--- config.mk ---
export PLATFORM = sky130hd
export DESIGN_NAME = preemptive_priority_rr_scheduler
export DESIGN_NICKNAME = d
export VERILOG_FILES = /design/src/rtl/pprs_pkg.sv /design/src/rtl/preemptive_priority_rr_scheduler.sv /design/src/rtl/pprs_datapath.sv /design/src/rtl/pprs_ctrl.sv
export SDC_FILE = /design/constraint.sdc
export NUM_CORES = 2
export LEC_CHECK = 0
export ABC_AREA = 1
export BUFFER_PORTS_ARGS = -buffer_cell sky130_fd_sc_hd__clkbuf_2
export CORE_UTILIZATION = 44
export CTS_BUF_LIST = sky130_fd_sc_hd__clkbuf_4 sky130_fd_sc_hd__clkbuf_8
export DETAILED_ROUTE_END_ITERATION = 6
export GPL_ROUTABILITY_DRIVEN = 0
export SETUP_SLACK_MARGIN = 0.3
export SLEW_MARGIN = 0
export SYNTH_ARGS = -nofsm -noshare
export SYNTH_HDL_FRONTEND = slang
export SYNTH_SLANG_ARGS = --single-unit
--- constraint.sdc ---
create_clock -name clk_i -period 9.4 [get_ports clk_i]
set_input_delay 0.94 -clock clk_i [delete_from_list [all_inputs] [get_ports clk_i]]
set_output_delay 0.94 -clock clk_i [all_outputs]
set_load 0.03 [all_outputs]
--- src/rtl/pprs_pkg.sv ---
`timescale 1ns / 1ps
`default_nettype none
package pprs_pkg;
  localparam int QueueDepth = 8;
  localparam int CntW = $clog2(QueueDepth + 1);
  localparam int IdxW = $clog2(QueueDepth);
  localparam logic [15:0] QuantumReset = 16'd10;

  localparam logic ModeArrive = 1'b0;
  localparam logic ModeTick   = 1'b1;
  localparam logic StatDone   = 1'b0;
  localparam logic StatDrop   = 1'b1;

  typedef struct packed {
    logic [7:0]  id;
    logic [7:0]  prio;
    logic [15:0] burst;
    logic [15:0] remain;
    logic [15:0] arrival;
  } task_t;

  typedef struct packed {
    logic [7:0]  id;
    logic [15:0] turnaround;
    logic [15:0] wait_span;
    logic        status;
  } result_t;

  // controller -> datapath commands
  typedef struct packed {
    logic load_in;     // capture input word
    logic do_arrive;   // insert captured task or drop
    logic do_pick;     // idle pick of head
    logic do_preempt;  // higher-prio preemption
    logic do_rr;       // quantum yield
    logic do_run;      // one unit of work, advance time
  } cmd_t;

  typedef struct packed {
    logic    has_result;
    result_t res;
  } stat_t;
endpackage
`default_nettype wire

--- src/rtl/preemptive_priority_rr_scheduler.sv ---
// Preemptive priority scheduler, round robin among equal priorities.
// Input stream s_axis: tuser = mode (0 arrive, 1 tick); tdata = task_id,
// priority_req, burst. Output stream m_axis: tuser = status (0 done,
// 1 dropped); tdata = done_id, turnaround, wait.
// Config channel cfg_valid_i/cfg_ready_o/cfg_data_i writes the quantum;
// write only while idle.
// One word at a time: an arrival runs an arrive step, a tick the pick,
// preempt, yield and run steps of the controller, each step one
// compare-and-shift of the register queue. A result is registered in
// the datapath, then flagged pending by the controller; it shows on
// m_axis and holds until taken; no new word is accepted while a result waits.
// Reset clears queue count, running task, time; quantum returns to 10.
`timescale 1ns / 1ps
`default_nettype none
module preemptive_priority_rr_scheduler import pprs_pkg::*; (
  input  wire logic        clk_i,
  input  wire logic        rst_ni,
  input  wire logic        s_axis_tvalid,
  output logic             s_axis_tready,
  input  wire logic [31:0] s_axis_tdata,   // task_id, priority_req, burst
  input  wire logic        s_axis_tuser,   // mode
  output logic             m_axis_tvalid,
  input  wire logic        m_axis_tready,
  output logic [39:0]      m_axis_tdata,   // done_id, turnaround, wait
  output logic             m_axis_tuser,   // status
  input  wire logic        cfg_valid_i,
  output logic             cfg_ready_o,
  input  wire logic [15:0] cfg_data_i
);
  cmd_t        cmd;
  stat_t       stat;
  logic [15:0] quantum_q;

  assign cfg_ready_o = 1'b1;
  always_ff @(posedge clk_i or negedge rst_ni) begin
    if (!rst_ni) quantum_q <= QuantumReset;
    else if (cfg_valid_i) quantum_q <= cfg_data_i;
  end

  pprs_ctrl u_ctrl (
    .clk_i, .rst_ni,
    .in_valid_i(s_axis_tvalid), .in_mode_i(s_axis_tuser), .in_ready_o(s_axis_tready),
    .stat_i(stat), .out_valid_o(m_axis_tvalid), .out_ready_i(m_axis_tready),
    .cmd_o(cmd)
  );

  pprs_datapath u_dp (
    .clk_i, .rst_ni, .cmd_i(cmd),
    .id_i(s_axis_tdata[7:0]), .prio_i(s_axis_tdata[15:8]), .burst_i(s_axis_tdata[31:16]),
    .quantum_i(quantum_q), .stat_o(stat)
  );

  assign m_axis_tdata = {stat.res.wait_span, stat.res.turnaround, stat.res.id};
  assign m_axis_tuser = stat.res.status;
endmodule
`default_nettype wire

--- src/rtl/pprs_datapath.sv ---
`timescale 1ns / 1ps
`default_nettype none
module pprs_datapath import pprs_pkg::*; (
  input  wire logic        clk_i,
  input  wire logic        rst_ni,
  input  wire cmd_t        cmd_i,
  input  wire logic [7:0]  id_i,
  input  wire logic [7:0]  prio_i,
  input  wire logic [15:0] burst_i,
  input  wire logic [15:0] quantum_i,
  output stat_t            stat_o
);
  task_t            q_q [QueueDepth];
  logic [CntW-1:0]  cnt_q;
  logic             run_v_q;
  task_t            run_q;
  logic [15:0]      slice_q, time_q;
  task_t            in_q;

  logic             full, nonempty;
  logic [QueueDepth-1:0] ins_ge;
  task_t            ins_t;
  logic             do_ins, do_pop;

  assign full = cnt_q >= CntW'(QueueDepth);
  assign nonempty = cnt_q != '0;

  // choose what goes into the queue this step
  always_comb begin
    ins_t  = in_q;
    do_ins = 1'b0;
    do_pop = 1'b0;
    if (cmd_i.do_arrive) begin
      do_ins = !full;
    end else if (cmd_i.do_pick) begin
      do_pop = run_v_q ? 1'b0 : nonempty;
    end else if (cmd_i.do_preempt) begin
      if (run_v_q && nonempty && q_q[0].prio > run_q.prio) begin
        do_pop = 1'b1; do_ins = 1'b1; ins_t = run_q;
      end
    end else if (cmd_i.do_rr) begin
      if (run_v_q && nonempty && slice_q >= quantum_i && q_q[0].prio == run_q.prio) begin
        do_pop = 1'b1; do_ins = 1'b1; ins_t = run_q;
      end
    end else if (cmd_i.do_run) begin
      do_pop = run_v_q && run_q.remain <= 16'd1 && nonempty;
    end
  end

  // position: first slot whose entry is below the new priority
  always_comb begin
    for (int i = 0; i < QueueDepth; i++)
      ins_ge[i] = (CntW'(i) < cnt_q) && (q_q[i].prio >= ins_t.prio);
  end

  // shift-register queue: pop shifts down, insert shifts up at position
  always_ff @(posedge clk_i) begin
    for (int i = 0; i < QueueDepth; i++) begin
      task_t src, up, cur;
      logic  ge_i, ge_p;
      cur  = q_q[i];
      src  = (i + 1 < QueueDepth) ? q_q[(i + 1) % QueueDepth] : q_q[i];
      ge_i = (i + 1 < QueueDepth) ? ins_ge[(i + 1) % QueueDepth] : 1'b0;
      up   = (i > 0) ? q_q[(i + QueueDepth - 1) % QueueDepth] : q_q[i];
      ge_p = (i > 0) ? ins_ge[(i + QueueDepth - 1) % QueueDepth] : 1'b1;
      if (do_pop && do_ins) begin
        // after removing head, slot i holds old i+1 unless insert goes here
        if (!ge_i) begin
          if (i == 0 || ins_ge[i]) q_q[i] <= ins_t;
          else q_q[i] <= cur;
        end else q_q[i] <= src;
      end else if (do_pop) begin
        q_q[i] <= src;
      end else if (do_ins) begin
        if (!ins_ge[i]) begin
          if (ge_p) q_q[i] <= ins_t;
          else q_q[i] <= up;
        end
      end
    end
  end

  always_ff @(posedge clk_i or negedge rst_ni) begin
    if (!rst_ni) begin
      cnt_q   <= '0;
      run_v_q <= 1'b0;
      run_q   <= '0;
      slice_q <= '0;
      time_q  <= '0;
      stat_o  <= '0;
    end else begin
      if (cmd_i.load_in) stat_o.has_result <= 1'b0;
      if (do_ins && !do_pop) cnt_q <= cnt_q + CntW'(1);
      if (do_pop && !do_ins) cnt_q <= cnt_q - CntW'(1);
      if (cmd_i.do_arrive && full) begin
        stat_o.has_result     <= 1'b1;
        stat_o.res.status     <= StatDrop;
        stat_o.res.id         <= in_q.id;
        stat_o.res.turnaround <= '0;
        stat_o.res.wait_span  <= '0;
      end
      if (cmd_i.do_pick && do_pop) begin
        run_q <= q_q[0]; slice_q <= '0; run_v_q <= 1'b1;
      end
      if ((cmd_i.do_preempt || cmd_i.do_rr) && do_pop) begin
        run_q <= q_q[0]; slice_q <= '0;
      end
      if (cmd_i.do_run) begin
        time_q <= time_q + 16'd1;
        if (run_v_q) begin
          if (run_q.remain <= 16'd1) begin
            stat_o.has_result     <= 1'b1;
            stat_o.res.status     <= StatDone;
            stat_o.res.id         <= run_q.id;
            stat_o.res.turnaround <= time_q + 16'd1 - run_q.arrival;
            stat_o.res.wait_span  <= time_q + 16'd1 - run_q.arrival - run_q.burst;
            slice_q <= '0;
            if (nonempty) run_q <= q_q[0];
            else begin
              run_v_q <= 1'b0; run_q <= '0;
            end
          end else begin
            run_q.remain <= run_q.remain - 16'd1;
            if (slice_q != 16'hFFFF) slice_q <= slice_q + 16'd1;
          end
        end
      end
    end
  end

  always_ff @(posedge clk_i) begin
    if (cmd_i.load_in) begin
      in_q.id      <= id_i;
      in_q.prio    <= prio_i;
      in_q.burst   <= burst_i;
      in_q.remain  <= burst_i;
      in_q.arrival <= time_q;
    end
  end
endmodule
`default_nettype wire

--- src/rtl/pprs_ctrl.sv ---
`timescale 1ns / 1ps
`default_nettype none
module pprs_ctrl import pprs_pkg::*; (
  input  wire logic  clk_i,
  input  wire logic  rst_ni,
  input  wire logic  in_valid_i,
  input  wire logic  in_mode_i,
  output logic       in_ready_o,
  input  wire stat_t stat_i,
  output logic       out_valid_o,
  input  wire logic  out_ready_i,
  output cmd_t       cmd_o
);
  typedef enum logic [5:0] {
    StIdle    = 6'b000001,
    StArrive  = 6'b000010,
    StPick    = 6'b000100,
    StPreempt = 6'b001000,
    StRr      = 6'b010000,
    StRun     = 6'b100000
  } state_e;

  state_e state_q, state_d;
  logic   pend_q, pend_d;
  logic   fresh_q;

  // hold off input for the cycle in which a new result is latched
  assign in_ready_o  = (state_q == StIdle) && !pend_q && !fresh_q;
  assign out_valid_o = pend_q;

  always_comb begin
    state_d = state_q;
    pend_d  = pend_q;
    cmd_o   = '0;
    if (pend_q && out_ready_i) pend_d = 1'b0;
    case (state_q)
      StIdle: begin
        if (in_valid_i && in_ready_o) begin
          cmd_o.load_in = 1'b1;
          state_d = (in_mode_i == ModeTick) ? StPick : StArrive;
        end
      end
      StArrive: begin
        cmd_o.do_arrive = 1'b1; state_d = StIdle;
      end
      StPick:    begin cmd_o.do_pick = 1'b1;    state_d = StPreempt; end
      StPreempt: begin cmd_o.do_preempt = 1'b1; state_d = StRr;      end
      StRr:      begin cmd_o.do_rr = 1'b1;      state_d = StRun;     end
      StRun: begin
        cmd_o.do_run = 1'b1; state_d = StIdle;
      end
      default: state_d = StIdle;
    endcase
    // result is flagged pending in the cycle after the step that made it
    if (state_q == StIdle && stat_i.has_result && !pend_q && cmd_o.load_in == 1'b0
        && fresh_q) pend_d = 1'b1;
  end

  always_ff @(posedge clk_i or negedge rst_ni) begin
    if (!rst_ni) begin
      state_q <= StIdle;
      pend_q  <= 1'b0;
      fresh_q <= 1'b0;
    end else begin
      state_q <= state_d;
      pend_q  <= pend_d;
      fresh_q <= (state_q == StArrive) || (state_q == StRun);
    end
  end
endmodule
`default_nettype wire

==> impl_metrics.toml <==
[grt]
grt_pass1_wl_um = 214000
antenna_found_initial = 2
met2_usage_pct = 36.4
gr-usage-all-layers_pct = 26.8
grt_pass1_vias = 35100
grt_max_degree = 98
use_met3_pct = 6.23
top_usage_layer = "met1"
use_met1_pct = 41.7
grt_overflow = 0

[cts]
clk_latency_ns = 0.83
cts.sinks = 727
cts.reportedPaths.clkPinSlew_ns = 0.06
cts-root-buf = "clkbuf_8"
htreeDepth = 4
clk_path_buf_depth = 3
ctsHoldBuffers = 0
cts_setup_buffers = 0
cts_tree = "yes"
cts_buffers = 132
cts_resized = 0

[drt]
ant_nets = 0
vias_per_cell = 5.71
routed_wl_um = 139000
num_vias = 38400
first_iter_violations = 5199
drt-pass1-iter-count = 7
routedWlPerCell_um = 20.6
drc = 1

[logic_synthesis]
synth-edff-count = 560
yosysWarnings = 0
synth_top_family_by_area = "simple AND/OR/NAND/NOR gates"
synth.area.top_cells = "edfxtp_1, nand2_1, dfrtp_1"
synth_fa_ha_area_share_pct = 3.71
synthFlopType = "edfxtp_1"
synth_top_area_cell = "edfxtp_1"
synth_compound_area_share_pct = 8.47
synth_mux_area_share_pct = 0.0256
ys_seq_area_share_pct = 47.8
syn_area_um2 = 43900
synthCells = 5414
synth_top_area_share_pct = 38.3
syn_avg_cell_area_um2 = 8.12
synth_xor_area_share_pct = 0.837
syn_nets = 5597
ys_ff_latch = 727
synthSimpleGateAreaFrac_pct = 31.4
synth.distinct_cells = 55
async_reset_ff_share_pct = 23.0

[sta]
tightest_slew_ns = 1.15
fin_crit_ns = 6.99
rsz0062_at_grt = "false"
fin_hold_ws_ns = 0.188
setup_violations = 0
hold_viol = 0
max_freq_mhz = 143
finalMaxSlewViolations = 0
relSlewSlack_pct = 23.4
period_share_pct = 74.4
clock_skew_ns = 0.0454
tns_ns = 0

[floorplan]
initial_utilization_pct = 44.5
die-area_um2 = 101000
fp.dieH_um = 318
core-area_um2 = 98700
num_rows = 115
fp.dieW_um = 318
pin_count = 98

[final_layout]
final_cell_mix = "nand2_1, nand3_1, edfxtp_1, inv_1, o21ai_0"
layout-drive-gt1-share_pct = 8.78
nFillCells = 9617
regArea_um2 = 21000
final_nets = 5519
layout_commonest_cell = "nand2_1"
syn2layout_area_growth_pct = 8.27
multi_input_area_um2 = 19700

[worst_setup_path]
r2r_slack_ns = 2.41
crit_type = "reg2reg"
crit_path_max_fanout = 51
cp-start-kind = "flip-flop"
crit_arrival_ns = 7.45
crit_path_end_kind = "flip-flop"
required_ns = 9.86

[status]
failed_checks = "DRC"
status = "finished, violations left"

[power_and_ir_drop]
p_leak_nw = 21.1
power.density_nw_per_um2 = 268
vdd_drop_max_v = 0.000179

[worst_hold_path]
min_path_type = "in2async"

[place]
port_buffers = 96
dp_hpwl_um = 95000

[flow_run]
cap_violations = 0
[worst paths after layout]
kind / endpoint / cells past startpoint / start
setup / recovery: u_dp.q_q[1][4] / 23 / u_dp.cnt_q[0]
hold / removal: u_dp.time_q[4] / 1 / rst_ni
setup reg to reg: u_dp.q_q[1][4] / 23 / u_dp.cnt_q[0]
hold reg to reg: u_dp.in_q[4] / 0 / u_dp.time_q[4]
max in group asynchronous: u_dp.cnt_q[0] / 2 / rst_ni
min in group clk_i: u_dp.in_q[60] / 1 / s_axis_tdata[4]
[layout make-up]
type	count	area share, %
antenna	1	0.00526
clock buffer	191	4.88
clock inverter	41	0.684
inverter	386	3.06
multi-input combinational	3909	41.5
sequential	727	44.1
tap	1287	3.39
timing repair buffer	180	2.35
[sequential cells by signal, indices dropped and copies added (netlist names)]
name / count
quantum_q: 16
u_ctrl.fresh_q: 1
u_ctrl.out_valid_o: 1
u_ctrl.state_q: 6
u_dp.cnt_q: 4
u_dp.in_q: 48
u_dp.q_q: 512
u_dp.run_q: 64
u_dp.run_v_q: 1
u_dp.slice_q: 16
u_dp.stat_o: 42
u_dp.time_q: 16
[worst max-delay path: stages, from the launching register on]
cell and delay, ns:
dfrtp_1 0.42, inv_1 0.08, ha_1 0.24, nand2_2 0.19, buf_4 0.58, nand3_1 0.20
inv_2 0.18, nand2_2 0.18, nand2_1 0.13, nand3_1 0.09, nand2_1 0.68, ha_1 0.39
nand2_1 0.08, nor2_1 0.05, nand4_1 0.06, o2111ai_1 0.15, nand2_1 0.28, nand3_1 0.26
a21oi_4 0.53, nand3_4 0.38, nand4_1 0.21, nor2_1 0.08, nor2_4 0.69, buf_4 0.46
[routing by layer]
metal  vias up  wire, um
met5         -         0
li1      18200         -
met1     18000     64200
met4         0      3060
met3       174     15800
met2      1974     55500
[cells by family after synthesis]
kind of cell | after synthesis
AND/OR/NAND/NOR | 3044
adder cells (fa/ha/maj) | 129
XOR/XNOR | 42
multiplexers | 1
AO/OA/AOI/OAI | 692
buffers and inverters | 778
other | 1
flip-flops | 727
[power by group]
group / switching [W] / total [W] / internal (W)
logic: 0.00321 / 0.00458 / 0.00137
registers: 0.000516 / 0.00508 / 0.00456
clock network: 0.00141 / 0.00310 / 0.00170
[synthesized netlist by cell type, types with 4 or more instances]
| master | n |
|---|---|
| dfrtp_1 | 164 |
| nand4_1 | 171 |
| inv_1 | 368 |
| inv_2 | 13 |
| buf_1 | 22 |
| o22ai_1 | 5 |
| a211oi_1 | 11 |
| buf_6 | 7 |
| nand3b_1 | 252 |
| nor4_1 | 7 |
| nor2_1 | 110 |
| a21oi_1 | 246 |
| o21ai_0 | 303 |
| ha_1 | 127 |
| nor3_1 | 25 |
| o211ai_1 | 29 |
| or2_2 | 4 |
| nand2_1 | 1857 |
| o2111ai_1 | 8 |
| a22o_1 | 9 |
| buf_2 | 137 |
| nand3_2 | 6 |
| o21bai_1 | 5 |
| edfxtp_1 | 560 |
| nand2_2 | 9 |
| o21ai_1 | 52 |
| a31oi_1 | 10 |
| buf_4 | 70 |
| xnor2_1 | 8 |
| xor2_1 | 34 |
| clkinv_1 | 4 |
| clkbuf_1 | 156 |
| nand3_1 | 589 |
[per-stage QoR]
stage / setup WS (ns) / total power [W] / instance area (um2) / utilization (%) / cells
2_1_floorplan: 0.952 / 0.00817 / 43900 / - / 5414
3_3_place_gp: 2.54 / 0.00953 / 44900 / 45.5 / 6489
3_5_place_dp: 2.57 / 0.00961 / 44900 / 45.5 / 6489
4_1_cts: 2.53 / 0.0127 / 47600 / 48.2 / 6721
5_1_grt: 2.02 / 0.0136 / 47600 / 48.2 / 6722
6_report: 2.41 / 0.0128 / 47600 / 48.2 / 6722
(Power assumes the default switching activity.)
